### src/rtl/stereo_volume_saturating_mixer_macros.svh
// Assertion macros shared by the stereo volume mixer RTL.
// Included by the controller and datapath; needs no other file.
// Define SYNTH to compile the checks out.
`ifndef STEREO_VOLUME_SATURATING_MIXER_MACROS_SVH
`define STEREO_VOLUME_SATURATING_MIXER_MACROS_SVH

`ifndef SYNTH
// Same-cycle implication: cons must hold whenever ante holds.
`define SVSM_ASSERT_IMP(lbl, clk, rst_n, ante, cons) \
    lbl: assert property (@(posedge clk) disable iff (!rst_n) (ante) |-> (cons)) \
        else $error("svsm assertion failed");
// Next-cycle implication: cons must hold in the cycle after ante.
`define SVSM_ASSERT_NXT(lbl, clk, rst_n, ante, cons) \
    lbl: assert property (@(posedge clk) disable iff (!rst_n) (ante) |=> (cons)) \
        else $error("svsm assertion failed");
`else
`define SVSM_ASSERT_IMP(lbl, clk, rst_n, ante, cons)
`define SVSM_ASSERT_NXT(lbl, clk, rst_n, ante, cons)
`endif

`endif

### src/rtl/svsm_pkg.sv
// Package of the stereo volume mixer: widths, constants, command/status types
// and the arithmetic helpers. Depends on nothing.
`timescale 1ns / 1ps

package svsm_pkg;

    localparam int CHANNELS         = 4;
    localparam int VOLUME_FRAC_BITS = 8;

    localparam int SAMPLE_W   = 16;
    localparam int CH_W       = 2;
    localparam int NUM_REGS   = 8;
    localparam int REG_CH     = NUM_REGS / 2;
    localparam int REG_SEL_W  = $clog2(REG_CH);
    localparam int DIV_W      = 31;
    localparam int CFG_IDX_W  = 4;

    // Numerator magnitude, signed scaled value, widened sum
    localparam int NUM_W = SAMPLE_W + VOLUME_FRAC_BITS;
    localparam int SCL_W = NUM_W + 1;
    localparam int SUM_W = NUM_W + 2;
    localparam int CNT_W = $clog2(NUM_W);

    localparam logic [CNT_W-1:0]     CNT_LAST  = CNT_W'(NUM_W - 1);
    localparam logic [CH_W:0]        CH_LIMIT  = (CH_W + 1)'(CHANNELS);
    localparam logic [CFG_IDX_W-1:0] REG_LIMIT = CFG_IDX_W'(NUM_REGS);
    localparam logic [DIV_W-1:0]     DIV_RESET = DIV_W'(256);
    localparam logic [DIV_W-1:0]     DIV_ONE   = DIV_W'(1);

    // Low bit of a register index selects the side
    localparam logic SIDE_LEFT  = 1'b0;
    localparam logic SIDE_RIGHT = 1'b1;

    localparam logic signed [SAMPLE_W-1:0] SAMPLE_MAX = 16'sh7FFF;
    localparam logic signed [SAMPLE_W-1:0] SAMPLE_MIN = 16'sh8000;

    typedef struct packed {
        logic load;      // capture word, clear accumulators on first
        logic div_step;  // one restoring divide step in both lanes
        logic add_l;     // accumulate left side
        logic add_r;     // accumulate right side
        logic emit;      // load output register
    } ctrl_cmd_t;

    typedef struct packed {
        logic last;      // word in flight closes a frame
        logic out_busy;  // output register cannot take a result
    } dp_sts_t;

    // Magnitude of sample << VOLUME_FRAC_BITS
    function automatic logic [NUM_W-1:0] num_mag(input logic signed [SAMPLE_W-1:0] smp);
        logic [NUM_W-1:0] num;
        num = {smp, {VOLUME_FRAC_BITS{1'b0}}};
        return smp[SAMPLE_W-1] ? (~num + NUM_W'(1)) : num;
    endfunction

    // Scaled side: quotient with sign restored, or the sample unscaled
    function automatic logic signed [SCL_W-1:0] side_value(
        input logic signed [SAMPLE_W-1:0] smp,
        input logic [DIV_W-1:0]           dvs,
        input logic [NUM_W-1:0]           quo
    );
        logic signed [SCL_W-1:0] q;
        q = signed'({1'b0, quo});
        if (smp == '0 || dvs <= DIV_ONE)
            return SCL_W'(smp);
        return smp[SAMPLE_W-1] ? -q : q;
    endfunction

    function automatic logic signed [SAMPLE_W-1:0] sat_add(
        input logic signed [SAMPLE_W-1:0] acc,
        input logic signed [SCL_W-1:0]    v
    );
        logic signed [SUM_W-1:0] s;
        s = SUM_W'(acc) + SUM_W'(v);
        if (s > SUM_W'(SAMPLE_MAX))
            return SAMPLE_MAX;
        if (s < SUM_W'(SAMPLE_MIN))
            return SAMPLE_MIN;
        return s[SAMPLE_W-1:0];
    endfunction

endpackage

### src/rtl/svsm_smp_if.sv
// Sample input channel of the stereo volume mixer.
// Depends on svsm_pkg.
`timescale 1ns / 1ps

interface svsm_smp_if;
    logic                                valid;
    logic                                ready;
    logic [svsm_pkg::CH_W-1:0]           channel;
    logic signed [svsm_pkg::SAMPLE_W-1:0] sample_in;
    logic                                first_of_frame;
    logic                                last_of_frame;
    logic                                mono_out;

    modport source (output valid, channel, sample_in, first_of_frame, last_of_frame,
                    mono_out, input ready);
    modport sink   (input valid, channel, sample_in, first_of_frame, last_of_frame,
                    mono_out, output ready);
endinterface

### src/rtl/svsm_mix_if.sv
// Mixed output channel of the stereo volume mixer.
// Depends on svsm_pkg.
`timescale 1ns / 1ps

interface svsm_mix_if;
    logic                                 valid;
    logic                                 ready;
    logic signed [svsm_pkg::SAMPLE_W-1:0] mix_left;
    logic signed [svsm_pkg::SAMPLE_W-1:0] mix_right;

    modport source (output valid, mix_left, mix_right, input ready);
    modport sink   (input valid, mix_left, mix_right, output ready);
endinterface

### src/rtl/svsm_cfg_if.sv
// Configuration write channel of the stereo volume mixer.
// Depends on svsm_pkg.
`timescale 1ns / 1ps

interface svsm_cfg_if;
    logic                               valid;
    logic                               ready;
    logic [svsm_pkg::CFG_IDX_W-1:0]     index;
    logic [svsm_pkg::DIV_W-1:0]         data;

    modport source (output valid, index, data, input ready);
    modport sink   (input valid, index, data, output ready);
endinterface

### src/rtl/svsm_div_lane.sv
// One restoring divider lane: unsigned numerator magnitude by a 31-bit divisor,
// one quotient bit per step. Depends on svsm_pkg.
`timescale 1ns / 1ps

module svsm_div_lane (
    input  logic                           clk,
    input  logic                           load,
    input  logic                           step,
    input  logic [svsm_pkg::NUM_W-1:0]     num,
    input  logic [svsm_pkg::DIV_W-1:0]     divisor,
    output logic [svsm_pkg::NUM_W-1:0]     quo
);
    logic [svsm_pkg::DIV_W-1:0] rem_reg, rem_next;
    logic [svsm_pkg::NUM_W-1:0] quo_reg, quo_next;
    logic [svsm_pkg::DIV_W:0]   part;
    logic [svsm_pkg::DIV_W:0]   trial;
    logic                       fits;

    always_comb
    begin
        part  = {rem_reg, quo_reg[svsm_pkg::NUM_W-1]};
        trial = part - {1'b0, divisor};
        // No borrow: the shifted remainder holds the divisor
        fits  = ~trial[svsm_pkg::DIV_W];
        rem_next = rem_reg;
        quo_next = quo_reg;
        if (load)
        begin
            rem_next = '0;
            quo_next = num;
        end
        else if (step)
        begin
            rem_next = fits ? trial[svsm_pkg::DIV_W-1:0] : part[svsm_pkg::DIV_W-1:0];
            quo_next = {quo_reg[svsm_pkg::NUM_W-2:0], fits};
        end
    end

    always_ff @(posedge clk)
    begin
        rem_reg <= rem_next;
        quo_reg <= quo_next;
    end

    assign quo = quo_reg;
endmodule

### src/rtl/svsm_ctrl.sv
// Controller of the stereo volume mixer: sequences capture, divide, the two
// accumulate steps and, for a word that closes a frame, the emit. Depends on svsm_pkg and the macro header.
`timescale 1ns / 1ps
`include "stereo_volume_saturating_mixer_macros.svh"

module svsm_ctrl (
    input  logic                 clk,
    input  logic                 rst_n,
    input  logic                 in_valid,
    output logic                 in_ready,
    input  svsm_pkg::dp_sts_t    sts,
    output svsm_pkg::ctrl_cmd_t  cmd
);
    typedef enum logic [4:0] {
        S_IDLE  = 5'b00001,
        S_DIV   = 5'b00010,
        S_ADD_L = 5'b00100,
        S_ADD_R = 5'b01000,
        S_EMIT  = 5'b10000
    } state_t;

    state_t                     state_reg, state_next;
    logic [svsm_pkg::CNT_W-1:0] cnt_reg, cnt_next;

    always_comb
    begin
        state_next = state_reg;
        cnt_next   = cnt_reg;
        cmd        = '0;
        in_ready   = 1'b0;
        unique case (state_reg)
            S_IDLE:
            begin
                in_ready = 1'b1;
                if (in_valid)
                begin
                    cmd.load   = 1'b1;
                    cnt_next   = '0;
                    state_next = S_DIV;
                end
            end
            S_DIV:
            begin
                cmd.div_step = 1'b1;
                cnt_next     = cnt_reg + svsm_pkg::CNT_W'(1);
                if (cnt_reg == svsm_pkg::CNT_LAST)
                    state_next = S_ADD_L;
            end
            S_ADD_L:
            begin
                cmd.add_l  = 1'b1;
                state_next = S_ADD_R;
            end
            S_ADD_R:
            begin
                cmd.add_r  = 1'b1;
                state_next = sts.last ? S_EMIT : S_IDLE;
            end
            S_EMIT:
            begin
                // hold until the output register frees up
                if (!sts.out_busy)
                begin
                    cmd.emit   = 1'b1;
                    state_next = S_IDLE;
                end
            end
            default:
            begin
                state_next = S_IDLE;
            end
        endcase
    end

    always_ff @(posedge clk or negedge rst_n)
    begin
        if (!rst_n)
        begin
            state_reg <= S_IDLE;
            cnt_reg   <= '0;
        end
        else
        begin
            state_reg <= state_next;
            cnt_reg   <= cnt_next;
        end
    end

    `SVSM_ASSERT_IMP(a_emit_room, clk, rst_n, cmd.emit, !sts.out_busy)
    `SVSM_ASSERT_NXT(a_load_starts_div, clk, rst_n, cmd.load, state_reg == S_DIV && cnt_reg == '0)
    `SVSM_ASSERT_IMP(a_div_full_length, clk, rst_n, state_reg == S_ADD_L, $past(cnt_reg) == svsm_pkg::CNT_LAST)
endmodule

### src/rtl/svsm_dp.sv
// Datapath of the stereo volume mixer: divisor registers, item registers, two
// divider lanes, saturating accumulators and the output register.
// Depends on svsm_pkg, svsm_div_lane and the macro header.
`timescale 1ns / 1ps
`include "stereo_volume_saturating_mixer_macros.svh"

module svsm_dp (
    input  logic                                 clk,
    input  logic                                 rst_n,
    input  svsm_pkg::ctrl_cmd_t                  cmd,
    output svsm_pkg::dp_sts_t                    sts,
    input  logic [svsm_pkg::CH_W-1:0]            channel,
    input  logic signed [svsm_pkg::SAMPLE_W-1:0] sample_in,
    input  logic                                 first_of_frame,
    input  logic                                 last_of_frame,
    input  logic                                 mono_out,
    input  logic                                 cfg_valid,
    input  logic [svsm_pkg::CFG_IDX_W-1:0]       cfg_index,
    input  logic [svsm_pkg::DIV_W-1:0]           cfg_data,
    input  logic                                 out_ready,
    output logic                                 out_valid,
    output logic signed [svsm_pkg::SAMPLE_W-1:0] mix_left,
    output logic signed [svsm_pkg::SAMPLE_W-1:0] mix_right
);
    logic [svsm_pkg::DIV_W-1:0] ldiv_reg [svsm_pkg::REG_CH];
    logic [svsm_pkg::DIV_W-1:0] rdiv_reg [svsm_pkg::REG_CH];

    logic [svsm_pkg::CH_W-1:0]            ch_reg;
    logic signed [svsm_pkg::SAMPLE_W-1:0] smp_reg;
    logic                                 last_reg;
    logic                                 mono_reg;

    logic signed [svsm_pkg::SAMPLE_W-1:0] acc_left_reg, acc_left_next;
    logic signed [svsm_pkg::SAMPLE_W-1:0] acc_right_reg, acc_right_next;

    logic                                 out_valid_reg, out_valid_next;
    logic signed [svsm_pkg::SAMPLE_W-1:0] mix_left_reg;
    logic signed [svsm_pkg::SAMPLE_W-1:0] mix_right_reg;

    logic [svsm_pkg::DIV_W-1:0]           ldiv;
    logic [svsm_pkg::DIV_W-1:0]           rdiv;
    logic [svsm_pkg::NUM_W-1:0]           num_in;
    logic [svsm_pkg::NUM_W-1:0]           lquo;
    logic [svsm_pkg::NUM_W-1:0]           rquo;
    logic signed [svsm_pkg::SCL_W-1:0]    lscl;
    logic signed [svsm_pkg::SCL_W-1:0]    rscl;
    logic                                 present;
    logic [svsm_pkg::REG_SEL_W-1:0]       cfg_sel;

    assign ldiv    = ldiv_reg[ch_reg];
    assign rdiv    = rdiv_reg[ch_reg];
    assign num_in  = svsm_pkg::num_mag(sample_in);
    assign present = {1'b0, ch_reg} < svsm_pkg::CH_LIMIT;
    assign cfg_sel = cfg_index[svsm_pkg::REG_SEL_W:1];

    svsm_div_lane u_div_left (
        .clk     (clk),
        .load    (cmd.load),
        .step    (cmd.div_step),
        .num     (num_in),
        .divisor (ldiv),
        .quo     (lquo)
    );

    svsm_div_lane u_div_right (
        .clk     (clk),
        .load    (cmd.load),
        .step    (cmd.div_step),
        .num     (num_in),
        .divisor (rdiv),
        .quo     (rquo)
    );

    assign lscl = svsm_pkg::side_value(smp_reg, ldiv, lquo);
    assign rscl = svsm_pkg::side_value(smp_reg, rdiv, rquo);

    always_comb
    begin
        acc_left_next  = acc_left_reg;
        acc_right_next = acc_right_reg;
        if (cmd.load && first_of_frame)
        begin
            acc_left_next  = '0;
            acc_right_next = '0;
        end
        else if (cmd.add_l && present)
        begin
            acc_left_next = svsm_pkg::sat_add(acc_left_reg, lscl);
        end
        else if (cmd.add_r && present)
        begin
            if (mono_reg)
                acc_left_next = svsm_pkg::sat_add(acc_left_reg, rscl);
            else
                acc_right_next = svsm_pkg::sat_add(acc_right_reg, rscl);
        end
    end

    always_comb
    begin
        out_valid_next = out_valid_reg;
        if (cmd.emit)
            out_valid_next = 1'b1;
        else if (out_ready)
            out_valid_next = 1'b0;
    end

    always_ff @(posedge clk or negedge rst_n)
    begin
        if (!rst_n)
        begin
            for (int i = 0; i < svsm_pkg::REG_CH; i++)
            begin
                ldiv_reg[i] <= svsm_pkg::DIV_RESET;
                rdiv_reg[i] <= svsm_pkg::DIV_RESET;
            end
            acc_left_reg  <= '0;
            acc_right_reg <= '0;
            out_valid_reg <= 1'b0;
        end
        else
        begin
            if (cfg_valid && cfg_index < svsm_pkg::REG_LIMIT)
            begin
                if (cfg_index[0] == svsm_pkg::SIDE_LEFT)
                    ldiv_reg[cfg_sel] <= cfg_data;
                else
                    rdiv_reg[cfg_sel] <= cfg_data;
            end
            acc_left_reg  <= acc_left_next;
            acc_right_reg <= acc_right_next;
            out_valid_reg <= out_valid_next;
        end
    end

    always_ff @(posedge clk)
    begin
        if (cmd.load)
        begin
            ch_reg   <= channel;
            smp_reg  <= sample_in;
            last_reg <= last_of_frame;
            mono_reg <= mono_out;
        end
        if (cmd.emit)
        begin
            mix_left_reg  <= acc_left_reg;
            mix_right_reg <= acc_right_reg;
        end
    end

    assign sts.last     = last_reg;
    assign sts.out_busy = out_valid_reg & ~out_ready;
    assign out_valid    = out_valid_reg;
    assign mix_left     = mix_left_reg;
    assign mix_right    = mix_right_reg;

    `SVSM_ASSERT_NXT(a_mono_keeps_right, clk, rst_n, cmd.add_r && mono_reg, $stable(acc_right_reg))
    `SVSM_ASSERT_NXT(a_emit_loads_out, clk, rst_n, cmd.emit, out_valid_reg && mix_left_reg == $past(acc_left_reg))
endmodule

### src/rtl/stereo_volume_saturating_mixer.sv
// Stereo volume mixer with saturating accumulation: top level.
// Channels: smp_ch (sink) takes one sample word per active source and frame;
// mix_ch (source) gives one mixed left/right word per frame; cfg (sink) writes
// the eight per-channel volume divisors (index 2k left, 2k+1 right of channel k),
// always ready, and is only to be written while the mixer is idle.
// Each side is scaled by (sample << frac bits) / divisor through a restoring
// divider, one quotient bit per cycle, with left and right in parallel lanes.
// Sequence: an accepted word passes through the divide steps and the left and
// right accumulate steps, and the next word is taken only once the mixer is
// back in idle. A word that closes the frame adds an emit step that loads the
// output register and raises mix_ch.valid.
// Reset: all divisors return to 256, both accumulators to zero, output empty.
// Stall: a result waits in the output register while the next word is taken and
// worked; if that word also closes a frame, the emit holds until mix_ch drains.
// Depends on svsm_pkg, the channel interfaces, svsm_ctrl and svsm_dp.
`timescale 1ns / 1ps

module stereo_volume_saturating_mixer (
    input  logic        clk,
    input  logic        rst_n,
    svsm_smp_if.sink    smp_ch,
    svsm_mix_if.source  mix_ch,
    svsm_cfg_if.sink    cfg
);
    svsm_pkg::ctrl_cmd_t cmd;
    svsm_pkg::dp_sts_t   sts;
    logic                in_ready;

    // Sequence one word at a time
    svsm_ctrl u_ctrl (
        .clk      (clk),
        .rst_n    (rst_n),
        .in_valid (smp_ch.valid),
        .in_ready (in_ready),
        .sts      (sts),
        .cmd      (cmd)
    );

    // Divide, accumulate, hold the result
    svsm_dp u_dp (
        .clk            (clk),
        .rst_n          (rst_n),
        .cmd            (cmd),
        .sts            (sts),
        .channel        (smp_ch.channel),
        .sample_in      (smp_ch.sample_in),
        .first_of_frame (smp_ch.first_of_frame),
        .last_of_frame  (smp_ch.last_of_frame),
        .mono_out       (smp_ch.mono_out),
        .cfg_valid      (cfg.valid),
        .cfg_index      (cfg.index),
        .cfg_data       (cfg.data),
        .out_ready      (mix_ch.ready),
        .out_valid      (mix_ch.valid),
        .mix_left       (mix_ch.mix_left),
        .mix_right      (mix_ch.mix_right)
    );

    assign smp_ch.ready = in_ready;
    // Divisor writes are registered directly, so never back-pressure the config port
    assign cfg.ready    = 1'b1;
endmodule

### src/flat_wrapper.sv
// flat-port wrapper written by rule: the top's interface ports become plain ports
module stereo_volume_saturating_mixer_flat 
  (clk, rst_n, smp_ch_valid, smp_ch_channel, smp_ch_sample_in, smp_ch_first_of_frame, smp_ch_last_of_frame, smp_ch_mono_out, smp_ch_ready, mix_ch_valid, mix_ch_mix_left, mix_ch_mix_right, mix_ch_ready, cfg_valid, cfg_index, cfg_data, cfg_ready);
  svsm_smp_if smp_ch_i ();
  svsm_mix_if mix_ch_i ();
  svsm_cfg_if cfg_i ();
  input  logic clk;
  input  logic rst_n;
  input wire logic [$bits(smp_ch_i.valid)-1:0] smp_ch_valid;
  input wire logic [$bits(smp_ch_i.channel)-1:0] smp_ch_channel;
  input wire logic [$bits(smp_ch_i.sample_in)-1:0] smp_ch_sample_in;
  input wire logic [$bits(smp_ch_i.first_of_frame)-1:0] smp_ch_first_of_frame;
  input wire logic [$bits(smp_ch_i.last_of_frame)-1:0] smp_ch_last_of_frame;
  input wire logic [$bits(smp_ch_i.mono_out)-1:0] smp_ch_mono_out;
  output wire logic [$bits(smp_ch_i.ready)-1:0] smp_ch_ready;
  output wire logic [$bits(mix_ch_i.valid)-1:0] mix_ch_valid;
  output wire logic [$bits(mix_ch_i.mix_left)-1:0] mix_ch_mix_left;
  output wire logic [$bits(mix_ch_i.mix_right)-1:0] mix_ch_mix_right;
  input wire logic [$bits(mix_ch_i.ready)-1:0] mix_ch_ready;
  input wire logic [$bits(cfg_i.valid)-1:0] cfg_valid;
  input wire logic [$bits(cfg_i.index)-1:0] cfg_index;
  input wire logic [$bits(cfg_i.data)-1:0] cfg_data;
  output wire logic [$bits(cfg_i.ready)-1:0] cfg_ready;
  assign smp_ch_i.valid = smp_ch_valid;
  assign smp_ch_i.channel = smp_ch_channel;
  assign smp_ch_i.sample_in = smp_ch_sample_in;
  assign smp_ch_i.first_of_frame = smp_ch_first_of_frame;
  assign smp_ch_i.last_of_frame = smp_ch_last_of_frame;
  assign smp_ch_i.mono_out = smp_ch_mono_out;
  assign smp_ch_ready = smp_ch_i.ready;
  assign mix_ch_valid = mix_ch_i.valid;
  assign mix_ch_mix_left = mix_ch_i.mix_left;
  assign mix_ch_mix_right = mix_ch_i.mix_right;
  assign mix_ch_i.ready = mix_ch_ready;
  assign cfg_i.valid = cfg_valid;
  assign cfg_i.index = cfg_index;
  assign cfg_i.data = cfg_data;
  assign cfg_ready = cfg_i.ready;
  stereo_volume_saturating_mixer u_core (.clk(clk), .rst_n(rst_n), .smp_ch(smp_ch_i), .mix_ch(mix_ch_i), .cfg(cfg_i));
endmodule
### config.mk
export PLATFORM = sky130hd
export DESIGN_NAME = stereo_volume_saturating_mixer_flat
export DESIGN_NICKNAME = d
export VERILOG_FILES = /design/src/rtl/svsm_pkg.sv /design/src/rtl/svsm_smp_if.sv /design/src/rtl/svsm_mix_if.sv /design/src/rtl/svsm_cfg_if.sv /design/src/rtl/svsm_div_lane.sv /design/src/rtl/svsm_ctrl.sv /design/src/rtl/svsm_dp.sv /design/src/rtl/stereo_volume_saturating_mixer.sv /design/src/flat_wrapper.sv
export VERILOG_INCLUDE_DIRS = /design/src /design/src/rtl
export SDC_FILE = /design/constraint.sdc
export NUM_CORES = 1
export LEC_CHECK = 0
export ABC_CLOCK_PERIOD_IN_PS = 16950
export BUFFER_PORTS_ARGS = -buffer_cell sky130_fd_sc_hd__buf_2
export CAP_MARGIN = 20
export CORE_MARGIN = 3
export CORE_UTILIZATION = 60
export DETAILED_ROUTE_END_ITERATION = 6
export PLACE_DENSITY = 0.88
export SYNTH_ARGS = -nofsm -noshare
export SYNTH_HDL_FRONTEND = slang
export SYNTH_HIERARCHICAL = 1
export SYNTH_SLANG_ARGS = --single-unit
### constraint.sdc
create_clock -name clk -period 16.95 [get_ports clk]
set_input_delay 3.39 -clock clk [delete_from_list [all_inputs] [get_ports clk]]
set_output_delay 3.39 -clock clk [all_outputs]
set_load 0.02 [all_outputs]
==> flow_metrics.env <==
export IMPL_worstSetupStartpoint="u_core/u_dp/ch_reg[0]"
export IMPL_synth_top_area_frac=0.2383
export IMPL_hold_viol_final=0
export IMPL_drive_above_1_share=0.2211
export IMPL_rows=80
export IMPL_gp_routability_congestion=0.9653
export IMPL_cts_root_buf="clkbuf_16"
export IMPL_path_clk_slew_ns=0.06
export IMPL_die_area_mm2=0.05206
export IMPL_synthCells=2854
export IMPL_wl_per_cell_um=23.58
export IMPL_synth_seq_cells=453
export IMPL_hpwl_um=59550
export IMPL_cpMaxStageDelayCell="buf_4"
export IMPL_cts_setup_buffers=0
export IMPL_core_area_mm2=0.04825
export IMPL_worstSetupStartpointType="register"
export IMPL_worst_pin_slew_ns=1.039
export IMPL_status="finished clean"
export IMPL_slowest_delay_ns=0.66
export IMPL_ir_drop_v=0.0001308
export IMPL_setup_viol=0
export IMPL_fin_skew_ns=0.01614
export IMPL_cp_num_buf_inv=3
export IMPL_finalSetupTns_ns=0
export IMPL_final_nets=3106
export IMPL_port_buffers=94
export IMPL_cp_max_fo=39
export IMPL_syn_area_per_cell_um2=10.38
export IMPL_yosys_warnings=6
export IMPL_maxSlewViolCount=0
export IMPL_reg2reg_depth=21
export IMPL_r2r_slack_ns=9.47
export IMPL_drt_wl_total_um=84800
export IMPL_min_period_ns=7.482
export IMPL_slew_headroom=0.3059
export IMPL_die_y_um=228.2
export IMPL_die_x_um=228.2
export IMPL_cap_violations=0
export IMPL_area_delta_synth_final_pct=8.480
export IMPL_hold_path_class="reg2reg"
export IMPL_synth_edf_count=100
export IMPL_crit_path_cell_trace="buf_4, buf_4, mux4_2, nor4_1, nand4_1, o21ai_2, buf_4, nand2b_1, o21ai_0, nand2_1, o21ai_0, ha_1, nand2_1, nor2_1, and4bb_1, a2111oi_0, o21ai_0, a222oi_1, nand4_1, a22oi_4, a31oi_1"
export IMPL_yosysTopAreaCell="dfrtp_1"
export IMPL_placed_area_mm2=0.03047
export IMPL_num_vias=24110
export IMPL_cpLargestDelayFamily="compound AO/OA/AOI/OAI gates"
export IMPL_timing_rr_start="u_core/u_dp/ch_reg[0]"
export IMPL_grt_max_degree=188
export IMPL_vias_per_cell=6.704
export IMPL_clock_latency_ns=0.61
export IMPL_synth_cell_types=114
export IMPL_synthTopCellsByArea="dfrtp_1 24%, mux2_2 12%, edfxtp_1 10%"
export IMPL_power_leakage_nw=13.44
export IMPL_clock_sinks=453
export IMPL_worstHoldStart="u_core/u_dp/last_reg"
export IMPL_fin_crit_sh=0.4414
export IMPL_synth_seq_area_share=0.3896
export IMPL_worst_endpoint_arrival_ns=7.94
export IMPL_p_per_area_mw_per_mm2=211.1
export IMPL_cts_tree="done"
export IMPL_antenna_left=0
export IMPL_syn_area_mm2=0.02961
export IMPL_route_detailed_drc=0
export IMPL_first_pass_iters=7
export IMPL_cts_resized=0
export IMPL_rsz0062_at_grt="false"
export IMPL_design_area_mm2=0.03212
export IMPL_cts_buffers=49
export IMPL_detailedRoute_firstIterationViolations=2654
export IMPL_synth_main_ff_cell="dfrtp_1"
export IMPL_grt_use_total=0.3143
export IMPL_synthArstFlopShare=0.6424
export IMPL_fillers=3502
export IMPL_start_util=0.6138
export IMPL_min_to="u_core/u_ctrl/state_reg[4]"
export IMPL_p_total_mw=6.783
export IMPL_rr_endpoint="u_core/u_dp/acc_left_reg[13]"
export IMPL_endpoint_kind="register"
export IMPL_overflow=0
export IMPL_timing_fmax_mhz=133.6
export IMPL_criticalPathCategory="reg2reg"
export IMPL_antenna_found_initial=9
export IMPL_first_global_vias=23770
export IMPL_clockBufferDepth=3
export IMPL_h_tree_depth=2
export IMPL_grt_pass1_wl_um=131800
export IMPL_worstPathRequired_ns=17.40
export IMPL_min_path_cells=2
export IMPL_antenna_cells=0
export IMPL_cts_hold_buf=0
export IMPL_ios=96
where the power goes:
| group | internal, mW | switching, mW | leakage [nW] |
|---|---|---|---|
| Clock | 0.626 | 0.475 | 0.814 |
| Combinational | 1.60 | 2.33 | 7.56 |
| Sequential | 1.46 | 0.290 | 5.07 |
| Total | 3.69 | 3.09 | 13.4 |
per-layer routing:
| layer | global-route usage | up-vias | part of all wire |
|---|---|---|---|
| li1 | - | 10750 | - |
| met1 | 0.3932 | 11810 | 0.39 |
| met2 | 0.5287 | 1216 | 0.48 |
| met3 | 0.05352 | 316 | 0.072 |
| met4 | 0.1573 | 14 | 0.054 |
| met5 | 0 | - | 0.0012 |
layout make-up:
| type | count | area [um2] | share of cell area |
|---|---|---|---|
| Multi-Input combinational cell | 2178 | 17080 | 0.5316 |
| Tap cell | 656 | 820.8 | 0.02555 |
| Sequential cell | 453 | 11540 | 0.3591 |
| Timing Repair Buffer | 115 | 650.6 | 0.02025 |
| Clock inverter | 28 | 319.1 | 0.009932 |
| Inverter | 102 | 386.6 | 0.01204 |
| Clock buffer | 64 | 1334 | 0.04152 |
cells in the mapped netlist (67+ instances only):
| cell | instances |
|---|---|
| mux2_2 | 303 |
| nor2_1 | 183 |
| a211oi_1 | 67 |
| inv_1 | 100 |
| a21oi_1 | 166 |
| ha_1 | 141 |
| xnor2_1 | 79 |
| o21ai_0 | 146 |
| dfrtp_1 | 282 |
| xor2_1 | 68 |
| edfxtp_1 | 100 |
| nand2_1 | 218 |
layout by cell type, fill, tap and decap left out, types with 16 or more instances in the layout:
cell type,instances
o21a_1,16
xnor2_1,79
a31oi_1,37
o211ai_1,18
buf_4,20
mux2i_1,56
and2_1,23
dfrtp_1,282
a21o_1,38
nand2b_1,32
nor3_1,52
mux2_2,303
nand3_1,58
clkbuf_16,50
nor4_1,25
and3_1,23
nand2_1,218
a211oi_1,67
mux4_2,62
nor2b_1,20
inv_1,99
ha_1,141
nor2_1,182
a21oi_1,166
edfxtp_1,100
nand4_1,31
o31ai_1,16
or3_1,25
dfxtp_1,62
o21ai_0,146
conb_1,17
xor2_1,68
buf_2,93
cells by family after synthesis:
| kind of cell | synth area share |
|---|---|
| buffers and inverters | 0.03659 |
| AO/OA/AOI/OAI | 0.1541 |
| XOR/XNOR | 0.04534 |
| adder cells (fa/ha/maj) | 0.06295 |
| other | 0.0002536 |
| flip-flops | 0.3896 |
| AND/OR/NAND/NOR | 0.1288 |
| multiplexers | 0.1823 |
worst reg2reg max path: stages (launching register included):
cell       delay [ns]
edfxtp_1         0.33
buf_4            0.53
buf_4            0.67
mux4_2           0.65
nor4_1           0.54
nand4_1          0.23
o21ai_2          0.21
buf_4            0.36
nand2b_1         0.34
o21ai_0          0.14
nand2_1          0.08
o21ai_0          0.16
ha_1             0.53
nand2_1          0.15
nor2_1           0.12
and4bb_1         0.26
a2111oi_0        0.53
o21ai_0          0.19
a222oi_1         0.32
nand4_1          0.28
a22oi_4          0.54
a31oi_1          0.17
stage by stage:
| stage | hold slack (ns) | util | setup slack [ns] | cells |
|---|---|---|---|---|
| 6_report | 0.4717 | 0.6658 | 9.468 | 3596 |
| 2_1_floorplan | 0.4449 | - | 9.548 | 2869 |
| 3_3_place_gp | 0.4599 | 0.6314 | 9.761 | 3503 |
| 5_1_grt | 0.4914 | 0.6658 | 8.850 | 3596 |
| 3_5_place_dp | 0.4622 | 0.6316 | 9.697 | 3504 |
| 4_1_cts | 0.4699 | 0.6658 | 9.589 | 3596 |
worst max-delay path by stage:
stage,to,depth (start not counted)
after floorplan,u_core/u_dp/mix_left[0],2
after global placement,u_core/u_dp/acc_left_reg[12],20
after detailed placement,u_core/u_dp/acc_right_reg[14],18
after CTS,u_core/u_dp/acc_left_reg[13],21
after global routing,u_core/u_dp/acc_left_reg[1],21
final,u_core/u_dp/acc_left_reg[13],21
(Power assumes the default switching activity.)
